<file path="config.mk">
export PLATFORM = sky130hd
export DESIGN_NAME = dynamic_closest_pair_engine_core
export DESIGN_NICKNAME = d
export VERILOG_FILES = /design/src/rtl/dcp_pkg.sv /design/src/rtl/dcp_dp.sv /design/src/rtl/dcp_ctrl.sv /design/src/rtl/dynamic_closest_pair_engine_core.sv
export SDC_FILE = /design/constraint.sdc
export NUM_CORES = 2
export LEC_CHECK = 0
export BUFFER_PORTS_ARGS = -buffer_cell sky130_fd_sc_hd__buf_2
export CAP_MARGIN = 10
export CORE_ASPECT_RATIO = 0.5
export CORE_MARGIN = 2
export CORE_UTILIZATION = 55
export CTS_BUF_LIST = sky130_fd_sc_hd__clkbuf_2
export DETAILED_ROUTE_END_ITERATION = 10
export GPL_TIMING_DRIVEN = 0
export PLACE_DENSITY = 0.81
export SLEW_MARGIN = 25
export SYNTH_ARGS = -nofsm -noshare
export SYNTH_HDL_FRONTEND = slang
export SYNTH_SLANG_ARGS = --single-unit
</file>
<file path="constraint.sdc">
create_clock -name clk -period 16 [get_ports clk]
set_clock_uncertainty 0.05 [all_clocks]
set_input_delay 1.6 -clock clk [delete_from_list [all_inputs] [get_ports clk]]
set_output_delay 1.6 -clock clk [all_outputs]
set_load 0.01 [all_outputs]
</file>
<file path="src/rtl/dcp_pkg.sv">
// Shared constants, codes and controller/datapath interface types for the closest pair engine.
package dcp_pkg;

    localparam int MAX_POINTS_DEF = 64;
    localparam int VALUE_BITS_DEF = 16;

    localparam int OP_W   = 3;
    localparam int IDX_PW = 6;
    localparam int VAL_PW = 16;
    localparam int CNT_PW = 7;
    localparam int ST_W   = 2;
    localparam int DIST_W = 16;

    // operation codes
    localparam logic [OP_W-1:0] OP_LOAD  = 3'd0;
    localparam logic [OP_W-1:0] OP_BUILD = 3'd1;
    localparam logic [OP_W-1:0] OP_ADD   = 3'd2;
    localparam logic [OP_W-1:0] OP_DEL   = 3'd3;
    localparam logic [OP_W-1:0] OP_FIND  = 3'd4;

    // result status codes
    localparam logic [ST_W-1:0] ST_OK  = 2'd0;
    localparam logic [ST_W-1:0] ST_FEW = 2'd1;
    localparam logic [ST_W-1:0] ST_BAD = 2'd2;

    typedef enum logic [2:0] {
        ALR_I     = 3'd0,
        ALR_BASE  = 3'd1,
        ALR_BASE1 = 3'd2,
        ALR_LP    = 3'd3,
        ALR_LAST  = 3'd4
    } al_rsel_t;

    typedef enum logic [2:0] {
        ALW_INIT  = 3'd0,
        ALW_MOVE  = 3'd1,
        ALW_SWAPA = 3'd2,
        ALW_SWAPB = 3'd3,
        ALW_ADD   = 3'd4
    } al_wsel_t;

    typedef enum logic {
        VR_IDX = 1'b0,
        VR_AL  = 1'b1
    } val_rsel_t;

    typedef enum logic [1:0] {
        LPW_ADD  = 2'd0,
        LPW_MOVE = 2'd1,
        LPW_LIST = 2'd2
    } lp_wsel_t;

    typedef enum logic {
        NBR_AL   = 1'b0,
        NBR_BEST = 1'b1
    } nb_rsel_t;

    typedef enum logic {
        NBW_SEEK = 1'b0,
        NBW_LAST = 1'b1
    } nb_wsel_t;

    typedef enum logic [1:0] {
        CNT_HOLD = 2'd0,
        CNT_DEC  = 2'd1,
        CNT_INC  = 2'd2,
        CNT_SET  = 2'd3
    } cnt_op_t;

    typedef enum logic [2:0] {
        IX_HOLD  = 3'd0,
        IX_ZERO  = 3'd1,
        IX_BASE1 = 3'd2,
        IX_INC   = 3'd3,
        IX_SCAN  = 3'd4
    } idx_op_t;

    typedef enum logic [1:0] {
        BS_HOLD = 2'd0,
        BS_ZERO = 2'd1,
        BS_INC  = 2'd2
    } base_op_t;

    typedef enum logic [1:0] {
        END_HOLD  = 2'd0,
        END_COUNT = 2'd1,
        END_BCNT  = 2'd2
    } end_op_t;

    typedef enum logic [1:0] {
        RES_HOLD = 2'd0,
        RES_CODE = 2'd1,
        RES_FIND = 2'd2
    } res_op_t;

    typedef enum logic [1:0] {
        PIV_HOLD = 2'd0,
        PIV_AL   = 2'd1,
        PIV_IDX  = 2'd2
    } piv_op_t;

    // controller to datapath
    typedef struct packed {
        logic            latch;
        al_rsel_t        al_rsel;
        logic            al_we;
        al_wsel_t        al_wsel;
        val_rsel_t       val_rsel;
        logic            val_we;
        logic            lp_we;
        lp_wsel_t        lp_wsel;
        nb_rsel_t        nb_rsel;
        logic            nb_we;
        nb_wsel_t        nb_wsel;
        cnt_op_t         cnt_op;
        idx_op_t         idx_op;
        base_op_t        base_op;
        end_op_t         end_op;
        logic            scan_init;
        logic            scan_find;
        logic            q_ld;
        piv_op_t         piv_id_op;
        logic            piv_val_ld;
        res_op_t         res_op;
        logic [ST_W-1:0] res_code;
        logic            out_load;
    } cmd_t;

    // datapath to controller
    typedef struct packed {
        logic [OP_W-1:0] op;
        logic            idx_bad;
        logic            cnt_bad;
        logic            few;
        logic            active;
        logic            i_done;
        logic            head_more;
        logic            base_done;
        logic            bcnt_zero;
        logic            nb_match;
        logic            scan_done;
    } sts_t;

endpackage

</file>
<file path="src/rtl/dcp_dp.sv">
// Datapath: point memories, list counters, pipelined nearest scan and result registers.
module dcp_dp
    import dcp_pkg::*;
#(
    parameter int MAX_POINTS = MAX_POINTS_DEF,
    parameter int VALUE_BITS = VALUE_BITS_DEF
)
(
    input  logic                     clk,
    input  logic                     rst_n,
    input  cmd_t                     cmd,
    output sts_t                     sts,
    input  logic [OP_W-1:0]          op,
    input  logic [IDX_PW-1:0]        point_index,
    input  logic signed [VAL_PW-1:0] point_value,
    input  logic [CNT_PW-1:0]        build_count,
    output logic [ST_W-1:0]          status,
    output logic [IDX_PW-1:0]        pair_first,
    output logic [IDX_PW-1:0]        pair_second,
    output logic [DIST_W-1:0]        pair_distance
);

    localparam int IDX_W = $clog2(MAX_POINTS);
    localparam int CNT_W = $clog2(MAX_POINTS + 1);
    localparam int MW    = VALUE_BITS + 1;
    localparam int NB_W  = IDX_W + MW;
    localparam logic [MW-1:0] FAR = {1'b1, {VALUE_BITS{1'b0}}};

    // storage
    logic signed [VALUE_BITS-1:0] val_mem [MAX_POINTS];
    logic [IDX_W-1:0]             al_mem  [MAX_POINTS];
    logic [IDX_W-1:0]             lp_mem  [MAX_POINTS];
    logic [NB_W-1:0]              nb_mem  [MAX_POINTS];

    logic signed [VALUE_BITS-1:0] val_rd_reg;
    logic [IDX_W-1:0]             al_rd_reg;
    logic [IDX_W-1:0]             lp_rd_reg;
    logic [NB_W-1:0]              nb_rd_reg;

    // latched word
    logic [OP_W-1:0]              op_reg;
    logic [IDX_W-1:0]             idx_reg;
    logic signed [VALUE_BITS-1:0] val_in_reg;
    logic [CNT_W-1:0]             bcnt_reg;
    logic                         idx_bad_reg;
    logic                         cnt_bad_reg;

    // counters and working registers
    logic [CNT_W-1:0]             count_reg;
    logic [CNT_W-1:0]             i_reg;
    logic [CNT_W-1:0]             end_reg;
    logic [CNT_W-1:0]             base_reg;
    logic [IDX_W-1:0]             q_reg;
    logic [IDX_W-1:0]             piv_id_reg;
    logic signed [VALUE_BITS-1:0] piv_val_reg;

    // scan pipeline
    logic                         v1_reg;
    logic                         v2_reg;
    logic [IDX_W-1:0]             pos1_reg;
    logic [IDX_W-1:0]             pos2_reg;
    logic [IDX_W-1:0]             id2_reg;
    logic                         found_reg;
    logic [MW-1:0]                best_d_reg;
    logic [IDX_W-1:0]             best_id_reg;
    logic [IDX_W-1:0]             best_pos_reg;

    // result registers
    logic [ST_W-1:0]              res_status_reg;
    logic [IDX_PW-1:0]            res_first_reg;
    logic [IDX_PW-1:0]            res_second_reg;
    logic [DIST_W-1:0]            res_dist_reg;
    logic [ST_W-1:0]              out_status_reg;
    logic [IDX_PW-1:0]            out_first_reg;
    logic [IDX_PW-1:0]            out_second_reg;
    logic [DIST_W-1:0]            out_dist_reg;

    logic [CNT_W-1:0]             base1;
    logic [CNT_W-1:0]             count_m1;
    logic                         i_done;
    logic                         issue;
    logic [IDX_W-1:0]             al_raddr;
    logic [IDX_W-1:0]             al_waddr;
    logic [IDX_W-1:0]             al_wdata;
    logic [IDX_W-1:0]             val_raddr;
    logic [IDX_W-1:0]             lp_waddr;
    logic [IDX_W-1:0]             lp_wdata;
    logic [IDX_W-1:0]             nb_raddr;
    logic [IDX_W-1:0]             nb_waddr;
    logic [NB_W-1:0]              nb_wdata;
    logic signed [MW-1:0]         diff;
    logic [MW-1:0]                metric;
    logic                         take;
    logic [IDX_W-1:0]             nb_rd_id;
    logic [MW-1:0]                nb_rd_dist;

    assign base1      = base_reg + CNT_W'(1);
    assign count_m1   = count_reg - CNT_W'(1);
    assign i_done     = (i_reg >= end_reg);
    assign issue      = (cmd.idx_op == IX_SCAN) && !i_done;
    assign nb_rd_id   = nb_rd_reg[NB_W-1:MW];
    assign nb_rd_dist = nb_rd_reg[MW-1:0];

    // address and data selection
    always_comb
    begin
        case (cmd.al_rsel)
            ALR_I:     al_raddr = i_reg[IDX_W-1:0];
            ALR_BASE:  al_raddr = base_reg[IDX_W-1:0];
            ALR_BASE1: al_raddr = base1[IDX_W-1:0];
            ALR_LP:    al_raddr = lp_rd_reg;
            ALR_LAST:  al_raddr = count_m1[IDX_W-1:0];
            default:   al_raddr = i_reg[IDX_W-1:0];
        endcase

        case (cmd.al_wsel)
            ALW_INIT:
            begin
                al_waddr = i_reg[IDX_W-1:0];
                al_wdata = i_reg[IDX_W-1:0];
            end
            ALW_MOVE:
            begin
                al_waddr = q_reg;
                al_wdata = al_rd_reg;
            end
            ALW_SWAPA:
            begin
                al_waddr = best_pos_reg;
                al_wdata = al_rd_reg;
            end
            ALW_SWAPB:
            begin
                al_waddr = base1[IDX_W-1:0];
                al_wdata = best_id_reg;
            end
            ALW_ADD:
            begin
                al_waddr = count_reg[IDX_W-1:0];
                al_wdata = idx_reg;
            end
            default:
            begin
                al_waddr = i_reg[IDX_W-1:0];
                al_wdata = i_reg[IDX_W-1:0];
            end
        endcase

        val_raddr = (cmd.val_rsel == VR_AL) ? al_rd_reg : idx_reg;
        nb_raddr  = (cmd.nb_rsel == NBR_BEST) ? best_id_reg : al_rd_reg;

        case (cmd.lp_wsel)
            LPW_ADD:
            begin
                lp_waddr = idx_reg;
                lp_wdata = count_reg[IDX_W-1:0];
            end
            LPW_MOVE:
            begin
                lp_waddr = al_rd_reg;
                lp_wdata = q_reg;
            end
            LPW_LIST:
            begin
                lp_waddr = al_rd_reg;
                lp_wdata = i_reg[IDX_W-1:0];
            end
            default:
            begin
                lp_waddr = idx_reg;
                lp_wdata = count_reg[IDX_W-1:0];
            end
        endcase

        // lone point keeps itself at the far mark
        if (cmd.nb_wsel == NBW_LAST)
        begin
            nb_waddr = al_rd_reg;
            nb_wdata = {al_rd_reg, FAR};
        end
        else
        begin
            nb_waddr = piv_id_reg;
            nb_wdata = found_reg ? {best_id_reg, best_d_reg} : {piv_id_reg, FAR};
        end
    end

    // memories, read data registered
    always_ff @(posedge clk)
    begin
        if (cmd.val_we)
            val_mem[idx_reg] <= val_in_reg;
        if (cmd.al_we)
            al_mem[al_waddr] <= al_wdata;
        if (cmd.lp_we)
            lp_mem[lp_waddr] <= lp_wdata;
        if (cmd.nb_we)
            nb_mem[nb_waddr] <= nb_wdata;
        val_rd_reg <= val_mem[val_raddr];
        al_rd_reg  <= al_mem[al_raddr];
        lp_rd_reg  <= lp_mem[idx_reg];
        nb_rd_reg  <= nb_mem[nb_raddr];
    end

    // scan compare stage: gap to pivot, or stored distance on find
    always_comb
    begin
        diff   = MW'(piv_val_reg) - MW'(val_rd_reg);
        metric = cmd.scan_find ? nb_rd_dist : (diff[MW-1] ? MW'(-diff) : MW'(diff));
        take   = v2_reg && !(!cmd.scan_find && (id2_reg == piv_id_reg))
                 && (!found_reg || (metric < best_d_reg));
    end

    // control registers
    always_ff @(posedge clk or negedge rst_n)
    begin
        if (!rst_n)
        begin
            count_reg <= '0;
            v1_reg    <= 1'b0;
            v2_reg    <= 1'b0;
            found_reg <= 1'b0;
        end
        else
        begin
            v1_reg <= issue;
            v2_reg <= v1_reg;
            if (cmd.scan_init)
                found_reg <= 1'b0;
            else if (take)
                found_reg <= 1'b1;
            case (cmd.cnt_op)
                CNT_DEC:  count_reg <= count_m1;
                CNT_INC:  count_reg <= count_reg + CNT_W'(1);
                CNT_SET:  count_reg <= bcnt_reg;
                default:  count_reg <= count_reg;
            endcase
        end
    end

    // payload and working registers
    always_ff @(posedge clk)
    begin
        if (cmd.latch)
        begin
            op_reg      <= op;
            idx_reg     <= IDX_W'(point_index);
            val_in_reg  <= VALUE_BITS'(point_value);
            bcnt_reg    <= CNT_W'(build_count);
            idx_bad_reg <= (32'(point_index) >= 32'(MAX_POINTS));
            cnt_bad_reg <= (32'(build_count) > 32'(MAX_POINTS));
        end

        case (cmd.idx_op)
            IX_ZERO:  i_reg <= '0;
            IX_BASE1: i_reg <= base1;
            IX_INC:   i_reg <= i_reg + CNT_W'(1);
            IX_SCAN:  i_reg <= issue ? i_reg + CNT_W'(1) : i_reg;
            default:  i_reg <= i_reg;
        endcase

        case (cmd.base_op)
            BS_ZERO:  base_reg <= '0;
            BS_INC:   base_reg <= base1;
            default:  base_reg <= base_reg;
        endcase

        case (cmd.end_op)
            END_COUNT: end_reg <= count_reg;
            END_BCNT:  end_reg <= bcnt_reg;
            default:   end_reg <= end_reg;
        endcase

        case (cmd.piv_id_op)
            PIV_AL:   piv_id_reg <= al_rd_reg;
            PIV_IDX:  piv_id_reg <= idx_reg;
            default:  piv_id_reg <= piv_id_reg;
        endcase

        if (cmd.piv_val_ld)
            piv_val_reg <= val_rd_reg;
        if (cmd.q_ld)
            q_reg <= lp_rd_reg;

        // scan stages
        pos1_reg <= i_reg[IDX_W-1:0];
        pos2_reg <= pos1_reg;
        id2_reg  <= al_rd_reg;
        if (take)
        begin
            best_d_reg   <= metric;
            best_id_reg  <= id2_reg;
            best_pos_reg <= pos2_reg;
        end

        // result
        case (cmd.res_op)
            RES_CODE:
            begin
                res_status_reg <= cmd.res_code;
                res_first_reg  <= '0;
                res_second_reg <= '0;
                res_dist_reg   <= '0;
            end
            RES_FIND:
            begin
                res_status_reg <= ST_OK;
                res_first_reg  <= IDX_PW'(best_id_reg);
                res_second_reg <= IDX_PW'(nb_rd_id);
                res_dist_reg   <= (32'(best_d_reg) > 32'hFFFF) ? 16'hFFFF
                                  : DIST_W'(best_d_reg);
            end
            default:
            begin
                res_status_reg <= res_status_reg;
            end
        endcase

        if (cmd.out_load)
        begin
            out_status_reg <= res_status_reg;
            out_first_reg  <= res_first_reg;
            out_second_reg <= res_second_reg;
            out_dist_reg   <= res_dist_reg;
        end
    end

    // status toward the controller
    always_comb
    begin
        sts.op        = op_reg;
        sts.idx_bad   = idx_bad_reg;
        sts.cnt_bad   = cnt_bad_reg;
        sts.few       = (count_reg < CNT_W'(2));
        sts.active    = (CNT_W'(q_reg) < count_reg) && (al_rd_reg == idx_reg);
        sts.i_done    = i_done;
        sts.head_more = (base1 < end_reg);
        sts.base_done = (base_reg >= count_reg);
        sts.bcnt_zero = (bcnt_reg == '0);
        sts.nb_match  = (nb_rd_id == idx_reg);
        sts.scan_done = i_done && !v1_reg && !v2_reg;
    end

    assign status        = out_status_reg;
    assign pair_first    = out_first_reg;
    assign pair_second   = out_second_reg;
    assign pair_distance = out_dist_reg;

endmodule

</file>
<file path="src/rtl/dcp_ctrl.sv">
// Controller: sequences each operation through the datapath and runs both handshakes.
module dcp_ctrl
    import dcp_pkg::*;
(
    input  logic clk,
    input  logic rst_n,
    input  logic in_valid,
    output logic in_stall,
    output logic out_valid,
    input  logic out_stall,
    input  sts_t sts,
    output cmd_t cmd
);

    typedef enum logic [25:0] {
        S_IDLE  = 26'b1 << 0,
        S_DEC   = 26'b1 << 1,
        S_CHK1  = 26'b1 << 2,
        S_CHK2  = 26'b1 << 3,
        S_APIV  = 26'b1 << 4,
        S_AFIN  = 26'b1 << 5,
        S_DMOV  = 26'b1 << 6,
        S_DOUT  = 26'b1 << 7,
        S_DR1   = 26'b1 << 8,
        S_DR2   = 26'b1 << 9,
        S_DSW   = 26'b1 << 10,
        S_BINIT = 26'b1 << 11,
        S_BHEAD = 26'b1 << 12,
        S_BH1   = 26'b1 << 13,
        S_BH2   = 26'b1 << 14,
        S_BSW1  = 26'b1 << 15,
        S_BSW2  = 26'b1 << 16,
        S_BSW3  = 26'b1 << 17,
        S_BLAST = 26'b1 << 18,
        S_BL1   = 26'b1 << 19,
        S_BLP   = 26'b1 << 20,
        S_BLP1  = 26'b1 << 21,
        S_SCAN  = 26'b1 << 22,
        S_FRD   = 26'b1 << 23,
        S_FOUT  = 26'b1 << 24,
        S_DONE  = 26'b1 << 25
    } state_t;

    state_t state_reg;
    state_t state_next;
    logic   out_valid_reg;
    logic   out_valid_next;

    always_comb
    begin
        state_next = state_reg;
        cmd        = '0;

        case (state_reg)
            S_IDLE:
            begin
                if (in_valid)
                begin
                    cmd.latch  = 1'b1;
                    state_next = S_DEC;
                end
            end

            // first look at the word
            S_DEC:
            begin
                cmd.res_op   = RES_CODE;
                cmd.res_code = ST_OK;
                state_next   = S_DONE;
                case (sts.op)
                    OP_LOAD:
                    begin
                        if (sts.idx_bad)
                            cmd.res_code = ST_BAD;
                        else
                            cmd.val_we = 1'b1;
                    end
                    OP_BUILD:
                    begin
                        if (sts.cnt_bad)
                            cmd.res_code = ST_BAD;
                        else
                        begin
                            cmd.idx_op = IX_ZERO;
                            cmd.end_op = END_BCNT;
                            state_next = S_BINIT;
                        end
                    end
                    OP_ADD, OP_DEL:
                    begin
                        if (sts.idx_bad)
                            cmd.res_code = ST_BAD;
                        else
                            state_next = S_CHK1;
                    end
                    OP_FIND:
                    begin
                        if (sts.few)
                            cmd.res_code = ST_FEW;
                        else
                        begin
                            cmd.idx_op    = IX_ZERO;
                            cmd.end_op    = END_COUNT;
                            cmd.scan_init = 1'b1;
                            state_next    = S_SCAN;
                        end
                    end
                    default:
                    begin
                        cmd.res_code = ST_BAD;
                    end
                endcase
            end

            // membership test: list position, then list entry there
            S_CHK1:
            begin
                cmd.q_ld    = 1'b1;
                cmd.al_rsel = ALR_LP;
                state_next  = S_CHK2;
            end

            S_CHK2:
            begin
                if ((sts.op == OP_ADD) == sts.active)
                begin
                    cmd.res_op   = RES_CODE;
                    cmd.res_code = ST_BAD;
                    state_next   = S_DONE;
                end
                else if (sts.op == OP_ADD)
                begin
                    cmd.val_rsel = VR_IDX;
                    state_next   = S_APIV;
                end
                else
                begin
                    cmd.al_rsel = ALR_LAST;
                    cmd.cnt_op  = CNT_DEC;
                    state_next  = S_DMOV;
                end
            end

            // add
            S_APIV:
            begin
                cmd.piv_val_ld = 1'b1;
                cmd.piv_id_op  = PIV_IDX;
                cmd.idx_op     = IX_ZERO;
                cmd.end_op     = END_COUNT;
                cmd.scan_init  = 1'b1;
                state_next     = S_SCAN;
            end

            S_AFIN:
            begin
                cmd.nb_we   = 1'b1;
                cmd.nb_wsel = NBW_SEEK;
                cmd.lp_we   = 1'b1;
                cmd.lp_wsel = LPW_ADD;
                cmd.al_we   = 1'b1;
                cmd.al_wsel = ALW_ADD;
                cmd.cnt_op  = CNT_INC;
                state_next  = S_DONE;
            end

            // delete: move last entry into the hole, then repair neighbours
            S_DMOV:
            begin
                cmd.al_we   = 1'b1;
                cmd.al_wsel = ALW_MOVE;
                cmd.lp_we   = 1'b1;
                cmd.lp_wsel = LPW_MOVE;
                cmd.base_op = BS_ZERO;
                state_next  = S_DOUT;
            end

            S_DOUT:
            begin
                if (sts.base_done)
                    state_next = S_DONE;
                else
                begin
                    cmd.al_rsel = ALR_BASE;
                    state_next  = S_DR1;
                end
            end

            S_DR1:
            begin
                cmd.piv_id_op = PIV_AL;
                cmd.nb_rsel   = NBR_AL;
                cmd.val_rsel  = VR_AL;
                state_next    = S_DR2;
            end

            S_DR2:
            begin
                if (sts.nb_match)
                begin
                    cmd.piv_val_ld = 1'b1;
                    cmd.idx_op     = IX_ZERO;
                    cmd.end_op     = END_COUNT;
                    cmd.scan_init  = 1'b1;
                    state_next     = S_SCAN;
                end
                else
                begin
                    cmd.base_op = BS_INC;
                    state_next  = S_DOUT;
                end
            end

            S_DSW:
            begin
                cmd.nb_we   = 1'b1;
                cmd.nb_wsel = NBW_SEEK;
                cmd.base_op = BS_INC;
                state_next  = S_DOUT;
            end

            // build: identity list, then conga-line pass, then position map
            S_BINIT:
            begin
                if (sts.i_done)
                begin
                    cmd.base_op = BS_ZERO;
                    state_next  = S_BHEAD;
                end
                else
                begin
                    cmd.al_we   = 1'b1;
                    cmd.al_wsel = ALW_INIT;
                    cmd.idx_op  = IX_INC;
                end
            end

            S_BHEAD:
            begin
                if (sts.head_more)
                begin
                    cmd.al_rsel = ALR_BASE;
                    state_next  = S_BH1;
                end
                else
                    state_next = S_BLAST;
            end

            S_BH1:
            begin
                cmd.piv_id_op = PIV_AL;
                cmd.val_rsel  = VR_AL;
                state_next    = S_BH2;
            end

            S_BH2:
            begin
                cmd.piv_val_ld = 1'b1;
                cmd.idx_op     = IX_BASE1;
                cmd.scan_init  = 1'b1;
                state_next     = S_SCAN;
            end

            S_BSW1:
            begin
                cmd.nb_we   = 1'b1;
                cmd.nb_wsel = NBW_SEEK;
                cmd.al_rsel = ALR_BASE1;
                state_next  = S_BSW2;
            end

            S_BSW2:
            begin
                cmd.al_we   = 1'b1;
                cmd.al_wsel = ALW_SWAPA;
                state_next  = S_BSW3;
            end

            S_BSW3:
            begin
                cmd.al_we   = 1'b1;
                cmd.al_wsel = ALW_SWAPB;
                cmd.base_op = BS_INC;
                state_next  = S_BHEAD;
            end

            S_BLAST:
            begin
                if (sts.bcnt_zero)
                begin
                    cmd.idx_op = IX_ZERO;
                    state_next = S_BLP;
                end
                else
                begin
                    cmd.al_rsel = ALR_BASE;
                    state_next  = S_BL1;
                end
            end

            S_BL1:
            begin
                cmd.nb_we   = 1'b1;
                cmd.nb_wsel = NBW_LAST;
                cmd.idx_op  = IX_ZERO;
                state_next  = S_BLP;
            end

            S_BLP:
            begin
                if (sts.i_done)
                begin
                    cmd.cnt_op = CNT_SET;
                    state_next = S_DONE;
                end
                else
                begin
                    cmd.al_rsel = ALR_I;
                    state_next  = S_BLP1;
                end
            end

            S_BLP1:
            begin
                cmd.lp_we   = 1'b1;
                cmd.lp_wsel = LPW_LIST;
                cmd.idx_op  = IX_INC;
                state_next  = S_BLP;
            end

            // shared nearest / minimum scan over the list
            S_SCAN:
            begin
                cmd.idx_op    = IX_SCAN;
                cmd.al_rsel   = ALR_I;
                cmd.val_rsel  = VR_AL;
                cmd.nb_rsel   = NBR_AL;
                cmd.scan_find = (sts.op == OP_FIND);
                if (sts.scan_done)
                begin
                    case (sts.op)
                        OP_BUILD: state_next = S_BSW1;
                        OP_ADD:   state_next = S_AFIN;
                        OP_DEL:   state_next = S_DSW;
                        OP_FIND:  state_next = S_FRD;
                        default:  state_next = S_DONE;
                    endcase
                end
            end

            // find: fetch partner of the winner
            S_FRD:
            begin
                cmd.nb_rsel = NBR_BEST;
                state_next  = S_FOUT;
            end

            S_FOUT:
            begin
                cmd.res_op = RES_FIND;
                state_next = S_DONE;
            end

            S_DONE:
            begin
                if (!out_valid_reg || !out_stall)
                begin
                    cmd.out_load = 1'b1;
                    state_next   = S_IDLE;
                end
            end

            default:
            begin
                state_next = S_IDLE;
            end
        endcase
    end

    // output word valid
    always_comb
    begin
        out_valid_next = out_valid_reg;
        if (cmd.out_load)
            out_valid_next = 1'b1;
        else if (out_valid_reg && !out_stall)
            out_valid_next = 1'b0;
    end

    always_ff @(posedge clk or negedge rst_n)
    begin
        if (!rst_n)
        begin
            state_reg     <= S_IDLE;
            out_valid_reg <= 1'b0;
        end
        else
        begin
            state_reg     <= state_next;
            out_valid_reg <= out_valid_next;
        end
    end

    assign in_stall  = (state_reg != S_IDLE);
    assign out_valid = out_valid_reg;

endmodule

</file>
<file path="src/rtl/dynamic_closest_pair_engine_core.sv">
// Top level of the dynamic closest pair engine: controller, datapath and checks.
//
//   channel | direction | handshake            | word
//   in      | input     | in_valid / in_stall  | op, point_index, point_value, build_count
//   out     | output    | out_valid / out_stall| status, pair_first, pair_second, pair_distance
//
// One word at a time: in_stall is held from acceptance until the result is loaded into the
// output registers. Find, add and delete scan the active list; delete rescans once for each
// point whose neighbour was removed, and build scans the rest of the list from each head.
// The single list-scan pipeline and the one read port per memory set how long these take.
// Reset clears the controller, the active count and the output valid; the memories
// are not cleared. A stalled result stays put; the next word is taken meanwhile.
module dynamic_closest_pair_engine_core
    import dcp_pkg::*;
#(
    parameter int MAX_POINTS = MAX_POINTS_DEF,
    parameter int VALUE_BITS = VALUE_BITS_DEF
)
(
    input  logic                     clk,
    input  logic                     rst_n,
    input  logic                     in_valid,
    output logic                     in_stall,
    input  logic [OP_W-1:0]          op,
    input  logic [IDX_PW-1:0]        point_index,
    input  logic signed [VAL_PW-1:0] point_value,
    input  logic [CNT_PW-1:0]        build_count,
    output logic                     out_valid,
    input  logic                     out_stall,
    output logic [ST_W-1:0]          status,
    output logic [IDX_PW-1:0]        pair_first,
    output logic [IDX_PW-1:0]        pair_second,
    output logic [DIST_W-1:0]        pair_distance
);

    cmd_t cmd;
    sts_t sts;

    dcp_ctrl u_ctrl (
        .clk       (clk),
        .rst_n     (rst_n),
        .in_valid  (in_valid),
        .in_stall  (in_stall),
        .out_valid (out_valid),
        .out_stall (out_stall),
        .sts       (sts),
        .cmd       (cmd)
    );

    dcp_dp #(
        .MAX_POINTS (MAX_POINTS),
        .VALUE_BITS (VALUE_BITS)
    ) u_dp (
        .clk           (clk),
        .rst_n         (rst_n),
        .cmd           (cmd),
        .sts           (sts),
        .op            (op),
        .point_index   (point_index),
        .point_value   (point_value),
        .build_count   (build_count),
        .status        (status),
        .pair_first    (pair_first),
        .pair_second   (pair_second),
        .pair_distance (pair_distance)
    );

    // a taken word holds off the next one
    a_busy_after_accept: assert property (@(posedge clk) disable iff (!rst_n)
        in_valid && !in_stall |=> in_stall)
        else $error("input taken again right after a word");

    // only defined status codes leave the block
    a_status_code: assert property (@(posedge clk) disable iff (!rst_n)
        out_valid |-> (status == ST_OK || status == ST_FEW || status == ST_BAD))
        else $error("undefined status code");

    // failed words carry an all-zero pair
    a_fail_zero: assert property (@(posedge clk) disable iff (!rst_n)
        out_valid && status != ST_OK |->
            pair_first == '0 && pair_second == '0 && pair_distance == '0)
        else $error("pair fields set on a failed word");

endmodule
</file>
* Word level (Yosys, flattened, before mapping) *
Memories as Yosys holds them, arrays and structs flattened. A register that Yosys moved wholly into a read port is not among the register bits.
Index checks and enable logic that the tools add are counted.

storage, ports and cells
  bits in registers = 226
  memory bits (writable) = 3264
  input port bits = 36
  output and inout port bits = 32
  logic and storage cells = 258
  memories = 4

cells by class
  add/sub/neg operators = 6
  $lt $le $gt $ge = 8
  eq/ne operators = 65
  muxes and demuxes = 101
  reduce and logical (&&, ||, !) cells = 43

memories
  memory        depth  bits a word  read ports  clocked after Yosys merged registers in  wr ports  line          RTL
  u_dp.nb_mem   64     23           1           1                                        1         dcp_dp.sv:33  logic [NB_W-1:0] nb_mem [MAX_POINTS];
  u_dp.val_mem  64     16           1           1                                        1         dcp_dp.sv:30  logic signed [VALUE_BITS-1:0] val_mem [MAX_POINTS];
  u_dp.al_mem   64     6            1           1                                        1         dcp_dp.sv:31  logic [IDX_W-1:0] al_mem [MAX_POINTS];
  u_dp.lp_mem   64     6            1           1                                        1         dcp_dp.sv:32  logic [IDX_W-1:0] lp_mem [MAX_POINTS];

operators by type and width
  operator                                                            number
  26-bit case mux with 22 select lines                                1
  26-bit 2-to-1 mux                                                   9
  26-bit case mux with 4 select lines                                 1
  26-bit case mux with 3 select lines                                 1
  23-bit 2-to-1 mux                                                   3
  6-bit case mux with 2 select lines                                  4
  6-bit case mux with 4 select lines                                  2
  1-bit 2-to-1 mux                                                    34
  17-bit 2-to-1 mux                                                   2
  16-bit case mux with 2 select lines                                 1
  7-bit case mux with 2 select lines                                  2
  7-bit case mux with 4 select lines                                  1
  26-bit by 1-bit == test with 1-bit output (second input constant)   1
  26-bit by 10-bit == test with 1-bit output (second input constant)  1
  26-bit by 11-bit == test with 1-bit output (second input constant)  1
  26-bit by 12-bit == test with 1-bit output (second input constant)  1
  26-bit by 13-bit == test with 1-bit output (second input constant)  1
  26-bit by 14-bit == test with 1-bit output (second input constant)  1
  26-bit by 15-bit == test with 1-bit output (second input constant)  1
  26-bit by 16-bit == test with 1-bit output (second input constant)  1
  26-bit by 17-bit == test with 1-bit output (second input constant)  1
  26-bit by 18-bit == test with 1-bit output (second input constant)  1
  26-bit by 19-bit == test with 1-bit output (second input constant)  1
  26-bit by 2-bit == test with 1-bit output (second input constant)   1
  other kinds (67)                                                    150

* Logic depth before layout (Yosys ltp) *
  depth in word-level cells = 9
  mapped depth = 27
  mapped depth without buffers = 26

* Modules after synthesis *
Synthesis repeated with hierarchy kept, for this count alone.

second synthesis, totals
  cell total of the unflattened synthesis = 7669
  area total of the unflattened synthesis = 140195.7 µm²

modules (own cells, without submodules)
  module    instances  cells an instance  area an instance (µm²)
  dcp_dp    1          7440               138185.0
  dcp_ctrl  1          229                2010.7

* Worst setup path before layout *
No wires, ideal clock.

  kind = reg-to-reg
  start point = register u_dp.piv_val_reg[0]
  end point = register u_dp.best_d_reg[0] (enable)
  data arrival time = 5818 ps
  data required time = 15517 ps
  slack = 9699 ps
  stages on the path, launching flop included = 28
  path buffers = 1
  cells stage by stage = edfxtp_1 > inv_1 > ha_1 > fa_1 > nor2b_1 > o21ai_0 > a21oi_1 > o211ai_1 > a31oi_1 > o21ai_0 > a21bo_2 > a31oi_1 > clkbuf_1 > a21oi_1 > xnor2_1 > a21oi_1 > ha_1 > a21o_1 > a21o_1 > a21oi_1 > nor2b_1 > o21ai_0 > nand2b_1 > a21oi_1 > nor2b_1 > o21ai_0 > nand3_1 > a31oi_1

on the way
  longest elaborated chain between the ends = 7

ends and longest elaborated chain
  element                                           line           RTL
  start: declaration                                dcp_dp.sv:55   logic signed [VALUE_BITS-1:0] piv_val_reg;
  start signal: assignment                          dcp_dp.sv:281  piv_val_reg <= val_rd_reg;
  16-bit by 16-bit subtractor with 17-bit output *  dcp_dp.sv:208  diff = MW'(piv_val_reg) - MW'(val_rd_reg);
  17-bit negation                                   dcp_dp.sv:209  metric = cmd.scan_find ? nb_rd_dist : (diff[MW-1] ? MW'(-diff) : MW'(diff));
  17-bit 2-to-1 mux * (2 in series)                 dcp_dp.sv:209
  named net u_dp.metric[10]                         dcp_dp.sv:92   logic [MW-1:0] metric;
  17-bit < comparator *                             dcp_dp.sv:211  && (!found_reg || (metric < best_d_reg));
  1-bit logical OR *                                dcp_dp.sv:211
  1-bit logical AND *                               dcp_dp.sv:211
  named net u_dp.take                               dcp_dp.sv:93   logic take;
  end signal: assignment                            dcp_dp.sv:291  best_d_reg <= metric;
  end: declaration                                  dcp_dp.sv:64   logic [MW-1:0] best_d_reg;

Mark *: on every way through the listed nets, which the timed path passes. The rest lies on a longest branch.
A chain may end at the register's enable or synchronous reset.

* Worst setup path after layout *
  start point = register u_ctrl.state_reg[4]
  end point = register u_dp.nb_rd_reg[9] (read register of u_dp.nb_mem)

on the way
  longest elaborated chain between the ends = 3

ends and longest elaborated chain
  element                                     line             RTL
  start: declaration                          dcp_ctrl.sv:44   state_t state_reg;
  start signal: assignment                    dcp_ctrl.sv:399  state_reg <= state_next;
  26-bit by 24-bit == test with 1-bit output  dcp_ctrl.sv:54   case (state_reg)
  1-bit 2-to-1 mux                            dcp_ctrl.sv:54
  6-bit 2-to-1 mux                            dcp_dp.sv:150    nb_raddr = (cmd.nb_rsel == NBR_BEST) ? best_id_reg : al_rd_reg;
  end: declaration                            dcp_dp.sv:38     logic [NB_W-1:0] nb_rd_reg;

Every way passes these cells.

==> results.cfg <==
[outcome]
status = finished clean

[setup_path]
path_depth = 14
crit_family = buffers and inverters
reg2reg_to = u_dp.nb_rd_reg[9]$_DFF_P_
crit_chain = nor4_4 > nand3_1 > nor4_1 > and3b_1 > buf_2 > mux2i_2 > clkbuf_2 > clkbuf_1 > buf_1 > mux4_2 > mux2i_1 > a21oi_1 > a22oi_1 > nand2_1
r2r-start = u_ctrl.state_reg[4]$_DFFE_PN0P_
cp-start-kind = flop
criticalPathCategory = reg -> reg
reg2reg_depth = 14
arrival_ns = 9.35
cp_max_fo = 10
endpoint_kind = flop
crit_path_max_incr_delay_ns = 0.89
cpMaxStageDelayCell = mux2i_2
rrSetupSlack_ns = 8.14
required_ns = 17.49
cp_num_buf_inv = 4

[grt]
track_usage = 0.302
antenna_found_initial = 22
met1_usage = 0.405
grt_util_met3 = 0.0910
grt_max_degree = 65
grt_pass1_wl_mm = 573
grt-busiest-layer = met2
grt_pass1_vias = 85600
grt_use_met2 = 0.459
grt-ovfl-total = 0

[pwr]
powerDensity_nw_per_um2 = 124
p_int_w = 0.0135
ir_drop_mv = 0.0577
switching_share = 0.311
p_sw_w = 0.00606
pwr-share-seq = 0.539
power.leakage_nw = 55.3
clkPwrFrac = 0.285
pwr-share-comb = 0.176

[die]
ioPinCount = 68
coreArea_um2 = 254000
start_util = 0.552
chipHeight_um = 361
die_area_um2 = 260000
die_x_um = 719
row_count = 131

[clock_tree]
ctsHoldBuffers = 33
cts_buffers = 734
clk_latency_ns = 1.87
post_cts_buffers = 0
clkTransAtPathRegs_ns = 0.13
root_buffer = clkbuf_2
cts_tree = built
htreeDepth = 6
postCtsResizedCells = 0
cts_sinks = 3541
clockBufferDepth = 4

[synth]
synth_top_family_by_area = simple AND/OR/NAND/NOR gates
synth-warning-count = 0
synth_compound_area_frac = 0.0599
synth_nets = 8801
synth_edf_count = 3435
synth_xor_area_frac = 0.00381
ys_ff_latch = 3541
yosysSeqAreaShare = 0.751
synth_top_area_cell = edfxtp_1
synth_top_area_frac = 0.735
synth_ff_type = edfxtp_1
muxShareOfSynthArea = 0.0774
synthAdderAreaFrac = 0.00638
synth_area_per_cell_um2 = 16.2
synthTopCellsByArea = edfxtp_1 73%, mux4_2 5.9%, nand2_1 3.7%
synthCells = 8694
synthDistinctLibCells = 88
synth-simple-area-share = 0.0836
netlist_area_um2 = 140000
async_flop_share = 0.0104

[timing]
worst-slew-pin-transition_ns = 1.26
min_period_over_period = 0.491
rsz0062_at_grt = false
min_period_ns = 7.86
fmaxAchievable_ghz = 0.127
finalSetupViolCount = 0
setup_tns_ns = 0
drv_slew = 0
setup_ws_ns = 8.14
finalHoldViolations = 0
relSlewSlack = 0.160

[layout]
drive_above_1_share = 0.215
area_growth_pct = 12.2
layout_commonest_cell = edfxtp_1
final_cell_mix = 3435 x edfxtp_1, 1387 x nand2_1, 1099 x clkbuf_2, 366 x mux4_2, 322 x nand3_1
stdcell_area_um2 = 158000
nets = 9862
largest_reg_flops = 1472
largest_register = u_dp.nb_mem
fillers = 17500
top_regs = u_dp.nb_mem x1472, u_dp.val_mem x1024

[place]
place_ws_ns = 8.47
dpl_cell_area_um2 = 151000
io_buffers = 67
post-dp-hpwl_mm = 274
gp_congestion = 1.02

[hold_path]
holdPathStages = 3
min_path_type = in -> reg
min-delay-start = in_valid
hold_end = u_ctrl.state_reg[1]$_DFFE_PN0P_

[job]
cap_viol_max_count = 0

[routing]
drc_errors = 0
drt-total-wl_mm = 402
drt_first_pass_iters = 9
dr.first_iter.drc_count = 16100
drtAntennaViolNets = 0
avgViaCountPerCell = 6.51
num_vias = 89100
wire_per_inst_um = 29.4
## cell families (layout without fill, tap and decap cells)
kind of cell	Yosys count	after routing
other cells	0	21
xor+xnor	61	61
flops	3541	3541
simple gates	2602	2602
mux	624	624
compound gates	1192	1192
buf+inv	603	2195
fa+ha+maj	71	71
## routing by layer
layer,vias to the layer above,share of wire
met1,43600,0.35
li1,36500,-
met4,16,0.053
met3,1206,0.15
met2,7762,0.45
met5,-,0.00029
## worst max-delay path by stage
stage,to,slack (ns),startpoint
5_1_grt,u_dp.nb_rd_reg[11]$_DFF_P_,8.23,u_ctrl.state_reg[4]$_DFFE_PN0P_
3_5_place_dp,u_dp.nb_rd_reg[9]$_DFF_P_,8.47,u_ctrl.state_reg[4]$_DFFE_PN0P_
6_report,u_dp.nb_rd_reg[9]$_DFF_P_,8.14,u_ctrl.state_reg[4]$_DFFE_PN0P_
4_1_cts,u_dp.nb_rd_reg[9]$_DFF_P_,8.36,u_ctrl.state_reg[4]$_DFFE_PN0P_
2_1_floorplan,u_dp.best_d_reg[0]$_DFFE_PP_,9.70,u_dp.piv_val_reg[0]$_DFFE_PP_
3_3_place_gp,u_dp.best_pos_reg[0]$_DFFE_PP_,7.79,u_dp.piv_val_reg[0]$_DFFE_PP_
## power by group through the flow
| stage | clock network (W) | logic, W | registers (W) |
|---|---|---|---|
| final | 0.00557 | 0.00343 | 0.0105 |
| after detailed placement | 0 | 0.00326 | 0.0107 |
| after global routing | 0.00596 | 0.00354 | 0.0105 |
| after floorplan | 0 | 0.00181 | 0.0107 |
| after global placement | 0 | 0.00288 | 0.0109 |
| after CTS | 0.00553 | 0.00328 | 0.0105 |
## cells in the mapped netlist, types with 14 or more instances
library cell and count:
dfxtp_1 69, nand2_1 1391, nor4_1 28, clkbuf_1 314, nor2b_1 113, nand2b_1 20
a311oi_1 131, mux2_2 28, and2_1 32, nor3_1 43, edfxtp_1 3435, o21a_1 22
a211oi_1 114, dfrtp_1 36, xnor2_1 34, buf_4 14, a21oi_1 186, or4_1 31
o211ai_1 29, buf_2 136, a31oi_1 185, nand3b_1 16, nand3_1 323, xor2_1 27
nand4_1 24, and3_1 157, nor2_1 356, a22oi_1 163, a221oi_1 60, mux2i_1 225
o22ai_1 74, ha_1 70, a32oi_1 14, buf_1 49, o2bb2ai_1 14, o21ai_0 69
mux4_2 366, a22o_1 55, inv_1 86
## worst min-delay path, stage by stage
cell and delay [ns]:
buf_2 0.15, inv_1 0.13, nor2_1 0.06
## layout make-up
cell class	count	area [um^2]	share of cell area
sequential	3541	105000	0.669
multi-input combinational	4550	33500	0.213
clock buffer	1090	5460	0.0346
timing repair buffer	325	5160	0.0327
tap	3391	4240	0.0269
buffer	515	2180	0.0139
clock inverter	177	1170	0.00742
inverter	88	332	0.00210
antenna	21	52.6	0.000334
## metrics by stage
stage               utilization  hold slack (ns)  cells  total power (W)
CTS                       0.619           0.0311  13700           0.0193
global placement          0.570            0.260  12200           0.0138
finish                    0.619            0.142  13700           0.0195
global route              0.619           0.0424  13700           0.0200
floorplan                     -            0.260   8694           0.0125
detailed placement        0.592            0.267  12400           0.0140
No activity file was read; power rests on OpenSTA's default activity.
